**src/hw/rtl/mbld_pkg.sv**
```systemverilog
// ----------------------------------------------------------------------------
// mbld_pkg
// Shared constants and item types for the multi-button lockout debouncer.
// ----------------------------------------------------------------------------
package mbld_pkg;

    // Number of physical button pins in one sample.
    localparam int PIN_COUNT = 12;

    // Default number of debounced buttons.
    localparam int BUTTON_COUNT_DEF = 12;

    // Field widths.
    localparam int TIME_W  = 32;
    localparam int DEB_W   = 16;
    localparam int QIDX_W  = 4;

    // Lockout window after reset, in milliseconds.
    localparam logic [DEB_W-1:0] DEBOUNCE_RESET = 16'd25;

    // One input item as held in the input register.
    typedef struct packed {
        logic [TIME_W-1:0]    now_ms;
        logic [PIN_COUNT-1:0] raw_levels;
        logic [QIDX_W-1:0]    query_button;
        logic [TIME_W-1:0]    query_duration;
    } item_t;

    // One result item.
    typedef struct packed {
        logic [PIN_COUNT-1:0] pressed_mask;
        logic [PIN_COUNT-1:0] changed_mask;
        logic [PIN_COUNT-1:0] just_pressed_mask;
        logic [PIN_COUNT-1:0] just_released_mask;
        logic                 query_found;
        logic                 query_held_pressed;
        logic                 query_held_released;
        logic [TIME_W-1:0]    query_last_change;
    } result_t;

endpackage

```
**src/hw/rtl/mbld_in_stage.sv**
```systemverilog
// ----------------------------------------------------------------------------
// mbld_in_stage
// Input register: captures one sample item and holds it until the update
// stage can pass its result on.
// ----------------------------------------------------------------------------
module mbld_in_stage
(
    input  logic            clk,
    input  logic            rst_n,
    input  logic            in_valid,
    output logic            in_stall,
    input  mbld_pkg::item_t in_item,
    input  logic            down_ready,
    output logic            item_valid,
    output mbld_pkg::item_t item
);

    logic            valid_reg;
    logic            valid_next;
    mbld_pkg::item_t item_reg;
    logic            load;

    // The register frees up whenever its item moves on or it is empty.
    assign in_stall = valid_reg && !down_ready;
    assign load     = in_valid && !in_stall;

    always_comb
    begin
        valid_next = valid_reg;
        if (!in_stall)
        begin
            valid_next = in_valid;
        end
    end

    // Control state.
    always_ff @(posedge clk or negedge rst_n)
    begin
        if (!rst_n)
        begin
            valid_reg <= 1'b0;
        end
        else
        begin
            valid_reg <= valid_next;
        end
    end

    // Payload.
    always_ff @(posedge clk)
    begin
        if (load)
        begin
            item_reg <= in_item;
        end
    end

    assign item_valid = valid_reg;
    assign item       = item_reg;

endmodule

```
**src/hw/rtl/mbld_update.sv**
```systemverilog
// ----------------------------------------------------------------------------
// mbld_update
// Per-button lockout state and the per-item update: decides for every
// button whether the pin is taken, records change times and answers the
// hold-time query.
// ----------------------------------------------------------------------------
module mbld_update
#(
    parameter int BUTTON_COUNT = mbld_pkg::BUTTON_COUNT_DEF
)
(
    input  logic                        clk,
    input  logic                        rst_n,
    input  logic                        fire,
    input  mbld_pkg::item_t             item,
    input  logic [mbld_pkg::DEB_W-1:0]  debounce_ms,
    output mbld_pkg::result_t           result
);

    localparam int IDX_W = (BUTTON_COUNT > 1) ? $clog2(BUTTON_COUNT) : 1;
    localparam int PC    = mbld_pkg::PIN_COUNT;
    localparam int TW    = mbld_pkg::TIME_W;

    logic [BUTTON_COUNT-1:0] pressed_reg;
    logic [BUTTON_COUNT-1:0] pressed_next;
    logic [BUTTON_COUNT-1:0] changed;
    logic [BUTTON_COUNT-1:0] pin_low;
    logic [BUTTON_COUNT-1:0] locked;
    logic [TW-1:0]           time_reg [BUTTON_COUNT];

    logic [TW-1:0]           lockout;
    logic                    found;
    logic [IDX_W-1:0]        qidx;
    logic [TW-1:0]           old_time;
    logic                    old_long;
    logic                    q_changed;
    logic                    q_pressed;
    logic                    long_enough;
    logic [TW-1:0]           last_time;

    assign lockout = TW'(debounce_ms);

    // Per-button lockout check and pin decision; buttons past the pins read low.
    for (genvar i = 0; i < BUTTON_COUNT; i++)
    begin : g_btn
        if (i < PC)
        begin : g_pin
            assign pin_low[i] = !item.raw_levels[i];
        end
        else
        begin : g_nopin
            assign pin_low[i] = 1'b1;
        end

        assign locked[i]       = (item.now_ms - time_reg[i]) < lockout;
        assign pressed_next[i] = locked[i] ? pressed_reg[i] : pin_low[i];
        assign changed[i]      = !locked[i] && (pin_low[i] != pressed_reg[i]);
    end

    // Query: the stored time is read in parallel with the lockout checks; a
    // button that changes on this sample has a hold time of zero.
    assign found     = (32'(item.query_button) < BUTTON_COUNT);
    assign qidx      = IDX_W'(item.query_button);
    assign old_time  = time_reg[qidx];
    assign old_long  = (item.now_ms - old_time) >= item.query_duration;
    assign q_changed = changed[qidx];
    assign q_pressed = pressed_next[qidx];

    always_comb
    begin
        if (q_changed)
        begin
            long_enough = (item.query_duration == '0);
            last_time   = item.now_ms;
        end
        else
        begin
            long_enough = old_long;
            last_time   = old_time;
        end
    end

    // Result masks carry only the pin positions.
    for (genvar j = 0; j < PC; j++)
    begin : g_mask
        if (j < BUTTON_COUNT)
        begin : g_used
            assign result.pressed_mask[j]       = pressed_next[j];
            assign result.changed_mask[j]       = changed[j];
            assign result.just_pressed_mask[j]  = changed[j] && pressed_next[j];
            assign result.just_released_mask[j] = changed[j] && !pressed_next[j];
        end
        else
        begin : g_unused
            assign result.pressed_mask[j]       = 1'b0;
            assign result.changed_mask[j]       = 1'b0;
            assign result.just_pressed_mask[j]  = 1'b0;
            assign result.just_released_mask[j] = 1'b0;
        end
    end

    assign result.query_found         = found;
    assign result.query_held_pressed  = found && q_pressed && long_enough;
    assign result.query_held_released = found && !q_pressed && long_enough;
    assign result.query_last_change   = found ? last_time : '0;

    // Debounced state and change times advance once per item.
    always_ff @(posedge clk or negedge rst_n)
    begin
        if (!rst_n)
        begin
            pressed_reg <= '0;
            for (int k = 0; k < BUTTON_COUNT; k++)
            begin
                time_reg[k] <= '0;
            end
        end
        else if (fire)
        begin
            pressed_reg <= pressed_next;
            for (int k = 0; k < BUTTON_COUNT; k++)
            begin
                if (changed[k])
                begin
                    time_reg[k] <= item.now_ms;
                end
            end
        end
    end

endmodule

```
**src/hw/rtl/mbld_out_stage.sv**
```systemverilog
// ----------------------------------------------------------------------------
// mbld_out_stage
// Result register: holds one result item until the receiver takes it.
// ----------------------------------------------------------------------------
module mbld_out_stage
(
    input  logic              clk,
    input  logic              rst_n,
    input  logic              fire,
    input  mbld_pkg::result_t result_in,
    output logic              ready,
    output logic              out_valid,
    input  logic              out_stall,
    output mbld_pkg::result_t result_out
);

    logic              valid_reg;
    logic              valid_next;
    mbld_pkg::result_t result_reg;

    // The register can load when empty or when its item leaves this cycle.
    assign ready = !valid_reg || !out_stall;

    always_comb
    begin
        valid_next = valid_reg;
        if (ready)
        begin
            valid_next = fire;
        end
    end

    // Control state.
    always_ff @(posedge clk or negedge rst_n)
    begin
        if (!rst_n)
        begin
            valid_reg <= 1'b0;
        end
        else
        begin
            valid_reg <= valid_next;
        end
    end

    // Payload.
    always_ff @(posedge clk)
    begin
        if (fire)
        begin
            result_reg <= result_in;
        end
    end

    assign out_valid  = valid_reg;
    assign result_out = result_reg;

endmodule

```
**src/hw/rtl/multi_button_lockout_debouncer.sv**
```systemverilog
// ----------------------------------------------------------------------------
// multi_button_lockout_debouncer
// Lockout debouncer for active-low buttons with a hold-time query.
//
//   Channel  Direction  Handshake          Payload
//   in       input      in_valid/in_stall  now_ms, raw_levels, query_button,
//                                          query_duration
//   out      output     out_valid/out_stall pressed/changed/just_pressed/
//                                          just_released masks, query fields
//   cfg      input      cfg_we             cfg_wdata (debounce_ms)
//
// One item per cycle while out_stall is low; an item that is taken is held in
// the input register, then the state update writes its result into the result
// register, from which it leaves when out_stall is low.
// Reset clears the valid flags, all button states to released, all change
// times to zero and the lockout window to 25 ms.
// While the result register is stalled, one more item is held in the input
// register before in_stall rises.
// ----------------------------------------------------------------------------
module multi_button_lockout_debouncer
#(
    parameter int BUTTON_COUNT = mbld_pkg::BUTTON_COUNT_DEF
)
(
    input  logic                            clk,
    input  logic                            rst_n,

    input  logic                            in_valid,
    output logic                            in_stall,
    input  logic [mbld_pkg::TIME_W-1:0]     now_ms,
    input  logic [mbld_pkg::PIN_COUNT-1:0]  raw_levels,
    input  logic [mbld_pkg::QIDX_W-1:0]     query_button,
    input  logic [mbld_pkg::TIME_W-1:0]     query_duration,

    output logic                            out_valid,
    input  logic                            out_stall,
    output logic [mbld_pkg::PIN_COUNT-1:0]  pressed_mask,
    output logic [mbld_pkg::PIN_COUNT-1:0]  changed_mask,
    output logic [mbld_pkg::PIN_COUNT-1:0]  just_pressed_mask,
    output logic [mbld_pkg::PIN_COUNT-1:0]  just_released_mask,
    output logic                            query_found,
    output logic                            query_held_pressed,
    output logic                            query_held_released,
    output logic [mbld_pkg::TIME_W-1:0]     query_last_change,

    input  logic                            cfg_we,
    input  logic [mbld_pkg::DEB_W-1:0]      cfg_wdata
);

    mbld_pkg::item_t               in_item;
    mbld_pkg::item_t               item;
    mbld_pkg::result_t             result_next;
    mbld_pkg::result_t             result;
    logic                          item_valid;
    logic                          down_ready;
    logic                          fire;
    logic [mbld_pkg::DEB_W-1:0]    debounce_reg;

    // Lockout window register.
    always_ff @(posedge clk or negedge rst_n)
    begin
        if (!rst_n)
        begin
            debounce_reg <= mbld_pkg::DEBOUNCE_RESET;
        end
        else if (cfg_we)
        begin
            debounce_reg <= cfg_wdata;
        end
    end

    // Gather the input fields into one item.
    assign in_item.now_ms         = now_ms;
    assign in_item.raw_levels     = raw_levels;
    assign in_item.query_button   = query_button;
    assign in_item.query_duration = query_duration;

    mbld_in_stage u_in_stage
    (
        .clk        (clk),
        .rst_n      (rst_n),
        .in_valid   (in_valid),
        .in_stall   (in_stall),
        .in_item    (in_item),
        .down_ready (down_ready),
        .item_valid (item_valid),
        .item       (item)
    );

    // The held item is processed when the result register can take it.
    assign fire = item_valid && down_ready;

    mbld_update #(
        .BUTTON_COUNT (BUTTON_COUNT)
    ) u_update
    (
        .clk         (clk),
        .rst_n       (rst_n),
        .fire        (fire),
        .item        (item),
        .debounce_ms (debounce_reg),
        .result      (result_next)
    );

    mbld_out_stage u_out_stage
    (
        .clk        (clk),
        .rst_n      (rst_n),
        .fire       (fire),
        .result_in  (result_next),
        .ready      (down_ready),
        .out_valid  (out_valid),
        .out_stall  (out_stall),
        .result_out (result)
    );

    // Spread the result item over the output ports.
    assign pressed_mask        = result.pressed_mask;
    assign changed_mask        = result.changed_mask;
    assign just_pressed_mask   = result.just_pressed_mask;
    assign just_released_mask  = result.just_released_mask;
    assign query_found         = result.query_found;
    assign query_held_pressed  = result.query_held_pressed;
    assign query_held_released = result.query_held_released;
    assign query_last_change   = result.query_last_change;

endmodule
```
**config.mk**
```make
export PLATFORM = sky130hd
export DESIGN_NAME = multi_button_lockout_debouncer
export DESIGN_NICKNAME = d
export VERILOG_FILES = /design/src/hw/rtl/mbld_pkg.sv /design/src/hw/rtl/mbld_in_stage.sv /design/src/hw/rtl/mbld_update.sv /design/src/hw/rtl/mbld_out_stage.sv /design/src/hw/rtl/multi_button_lockout_debouncer.sv
export SDC_FILE = /design/constraint.sdc
export NUM_CORES = 2
export LEC_CHECK = 0
export BUFFER_PORTS_ARGS = -buffer_cell sky130_fd_sc_hd__buf_2
export CAP_MARGIN = 20
export CORE_MARGIN = 2
export CORE_UTILIZATION = 60
export CTS_CLUSTER_DIAMETER = 200
export DETAILED_ROUTE_END_ITERATION = 7
export GPL_TIMING_DRIVEN = 0
export PLACE_DENSITY_LB_ADDON = 0.2
export SYNTH_ARGS = -nofsm -noshare
export SYNTH_HDL_FRONTEND = slang
export SYNTH_SLANG_ARGS = --single-unit
```
**constraint.sdc**
```tcl
create_clock -name clk -period 15.25 [get_ports clk]
set_input_delay 1.525 -clock clk [delete_from_list [all_inputs] [get_ports clk]]
set_output_delay 1.525 -clock clk [all_outputs]
set_load 0.02 [all_outputs]
```
==> results by group <==
Clock network
  – Worst-Skew Late Latency: 680 ps
  – Post-CTS sizing: 0
  – Clock-pin slew on the worst setup and hold paths: roughly 60 ps
  – Hold_buf cts: 0
  – TritonCTS buffer count: 68
  – H-tree depth: 3
  – CTS tree: yes
  – Total clock sinks: 577
  – Postcts setup bufs: 0
  – Clock Tree Buf Depth: 3
  – Root Buffer Master: clkbuf_16

STA
  – Relative slew slack: 6.360%
  – Setup TNS: 0 ps
  – Final max-slew violation count: 0
  – Fmax: 97.64 MHz
  – Clock skew: between 30 and 40 ps
  – Hold slack: 523.0 ps
  – Crit path time final: 10240 ps
  – Final setup viols: 0
  – RSZ-0062 raised after global routing: no
  – Worst-margin pin slew: 1405 ps
  – Final WS setup: 5008 ps
  – Final hold violations: 0
  – Final period util: 67.16%

Place
  – Pre-CTS WS: ~5500 ps
  – RD Place Congestion: roughly 1.1
  – Hpwl dp: 177100 um
  – Input/output buffers: 185

Layout
  – Area growth, synth to finish: 12.33%
  – Fill cells: slightly above 7000
  – Area of the multi-input gates: 0.03557 mm^2
  – Share of cells above drive strength 1: 11.80%
  – Layout Nets: 7311
  – Most frequent cells in the layout: ha_1, nand2_1, inv_1
  – Commonest non-fill, non-tap cell in the layout: ha_1
  – Max reg flops: 384
  – Storage cell area: 0.01526 mm^2

Detailed routing
  – Post-DR vias/cell: 6.961
  – Average wire per standard cell: 29.34 um
  – Initial DRC Count: 8229
  – Vias: 54397
  – Total Wirelength: 229300 um
  – Initial DRT Pass Iterations: 8
  – Remaining DRCs: 0
  – Antenna-violating nets left: 0

Global route
  – Antenna violations before repair: 11
  – First-pass GRT wire length: approximately 330000 um
  – Vias in the first global route: 50430
  – Tot GR Track Use: 48.27%
  – Largest net degree at the start of global routing: 115
  – Total congestion overflow: 0

Setup path
  – Crit path max-delay family: compound AO/OA/AOI/OAI gates
  – Crit path required time: between 15000 and 20000 ps
  – R2r worst-path depth: 30
  – Buf/Inv on CP: 4
  – CP max stage cell: buf_1
  – Crit end category: flop
  – Critical path launch point type: flop
  – Crit path DAT: 10790 ps
  – Worst Path Max Fanout: 10
  – Worst stage delay on the critical path: 900 ps
  – CP Depth: 30
  – Setup CP Type: reg -> reg

Logic synthesis
  – Leading area contributor after synthesis: dfrtp_1
  – Synth warn: 0
  – Seq/Total Area, Yosys: 28.31%
  – Synth Area per Inst: between 8 and 9 um^2
  – Post-synth top area share: 19.08%
  – Syn Inst Count: 6242
  – Most area-consuming cells after synthesis: dfrtp_1, ha_1, edfxtp_1
  – EDFF count, synth: 163
  – Synthesized area: 0.05390 mm^2
  – Synth Register Bits: 577
  – Number of distinct library cells after synthesis: 93
  – Asr flop ratio synth: 71.75%
  – Post-synth top flop: dfrtp_1
  – Synth Net Count: roughly 7000

Floorplan
  – Total die area: around 0.092 mm^2
  – Initial core utilization: 60.81%
  – Core Area: ~0.09 mm^2
  – Die X-Extent: 303.7 um
  – Rows: 109
  – Die Span Y: 303.7 um
  – Ports: ~190

Pwr
  – Power Dens Cells: 189.2 mW/mm^2
  – Leak: 26.43 nW
  – Max IR drop VDD: 0.1007 mV

Outcome
  – Outcome: complete, no violations

Min path
  – Hold Crit Class: reg -> reg
  – Worst hold stages: 1

Run
  – Maxcap violations: 0
-- layer usage --
metal | track usage (%) | routed length (um) | up-vias
li1 | - | - | 23751
met1 | 62.37 | 84840 | 25818
met2 | 66.52 | 90310 | 3944
met3 | 18.02 | 34790 | 874
met4 | 33.68 | 19320 | 10
met5 | 0 | 62 | -
-- power by group --
group	total, mW	switching [mW]	internal [mW]
logic	7.17	4.35	2.81
clock network	1.74	0.732	1.01
registers	2.55	0.515	2.04
total	11.5	5.60	5.85
-- final timing paths --
path                            slack (ps)             startpoint                    endpoint
worst max register to register        5010    u_in_stage.item[33]  u_out_stage.result_out[32]
min in group asynchronous              650                  rst_n             debounce_reg[1]
worst min register to register         520  u_in_stage.item_valid       u_out_stage.out_valid
worst max-delay path                  5010    u_in_stage.item[33]  u_out_stage.result_out[32]
worst min-delay path                   520  u_in_stage.item_valid       u_out_stage.out_valid
max in group asynchronous            12830                  rst_n      u_update.time_reg[248]
-- layout make-up --
type | count | area share, %
Clock buffer | 99 | 3.267
Antenna cell | 14 | 0.05786
Timing Repair Buffer | 269 | 4.523
Multi-Input combinational cell | 4843 | 58.75
Inverter | 571 | 3.540
Sequential cell | 577 | 25.20
Clock inverter | 26 | 0.6613
Buffer | 251 | 1.591
Tap cell | 1165 | 2.407
-- Yosys cell counts (all sizes together) (20+ instances only) --
| cell | number |
|---|---|
| ha | 616 |
| nand2 | 600 |
| inv | 571 |
| a21oi | 519 |
| o21ai | 512 |
| dfrtp | 411 |
| nor2 | 342 |
| mux2 | 214 |
| clkbuf | 207 |
| edfxtp | 163 |
| a21o | 145 |
| xnor2 | 142 |
| nor3 | 121 |
| o21a | 112 |
| nand3 | 109 |
| nand4 | 106 |
| mux4 | 96 |
| xor2 | 95 |
| a211oi | 83 |
| a31oi | 83 |
| nor2b | 67 |
| nand2b | 66 |
| o211ai | 60 |
| mux2i | 49 |
| nor4 | 48 |
| buf | 44 |
| a2111oi | 41 |
| o21bai | 40 |
| and3 | 39 |
| and2 | 34 |
| o2111ai | 33 |
| o31ai | 31 |
| or3 | 31 |
| a21boi | 28 |
| o22ai | 26 |
| a211o | 23 |
| nor3b | 20 |
| o31a | 20 |
| or2 | 20 |
-- logic make-up (layout without fill, tap and decap cells) --
logic type               Yosys count  count (layout)  synth area share, %
adder cells (fa/ha/maj)          629             629                14.78
other                              0              14                    0
flip-flops                       577             577                28.31
XOR/XNOR                         237             237                3.865
AND/OR/NAND/NOR                 1673            1673                14.84
buffers and inverters            822            1216                5.757
AO/OA/AOI/OAI                   1945            1945                23.06
multiplexers                     359             359                9.392
-- per-stage QoR --
step	instance area, um^2	utilization, %	power [mW]	instances
finish	60550	68.30	11.45	7815
global route	60510	68.26	12.11	7801
CTS	60370	68.11	11.12	7791
detailed placement	58000	65.42	9.341	7666
global placement	56290	63.49	9.110	7592
floorplan	53900	-	7.272	6242
No activity file was read; power rests on OpenSTA's default activity.
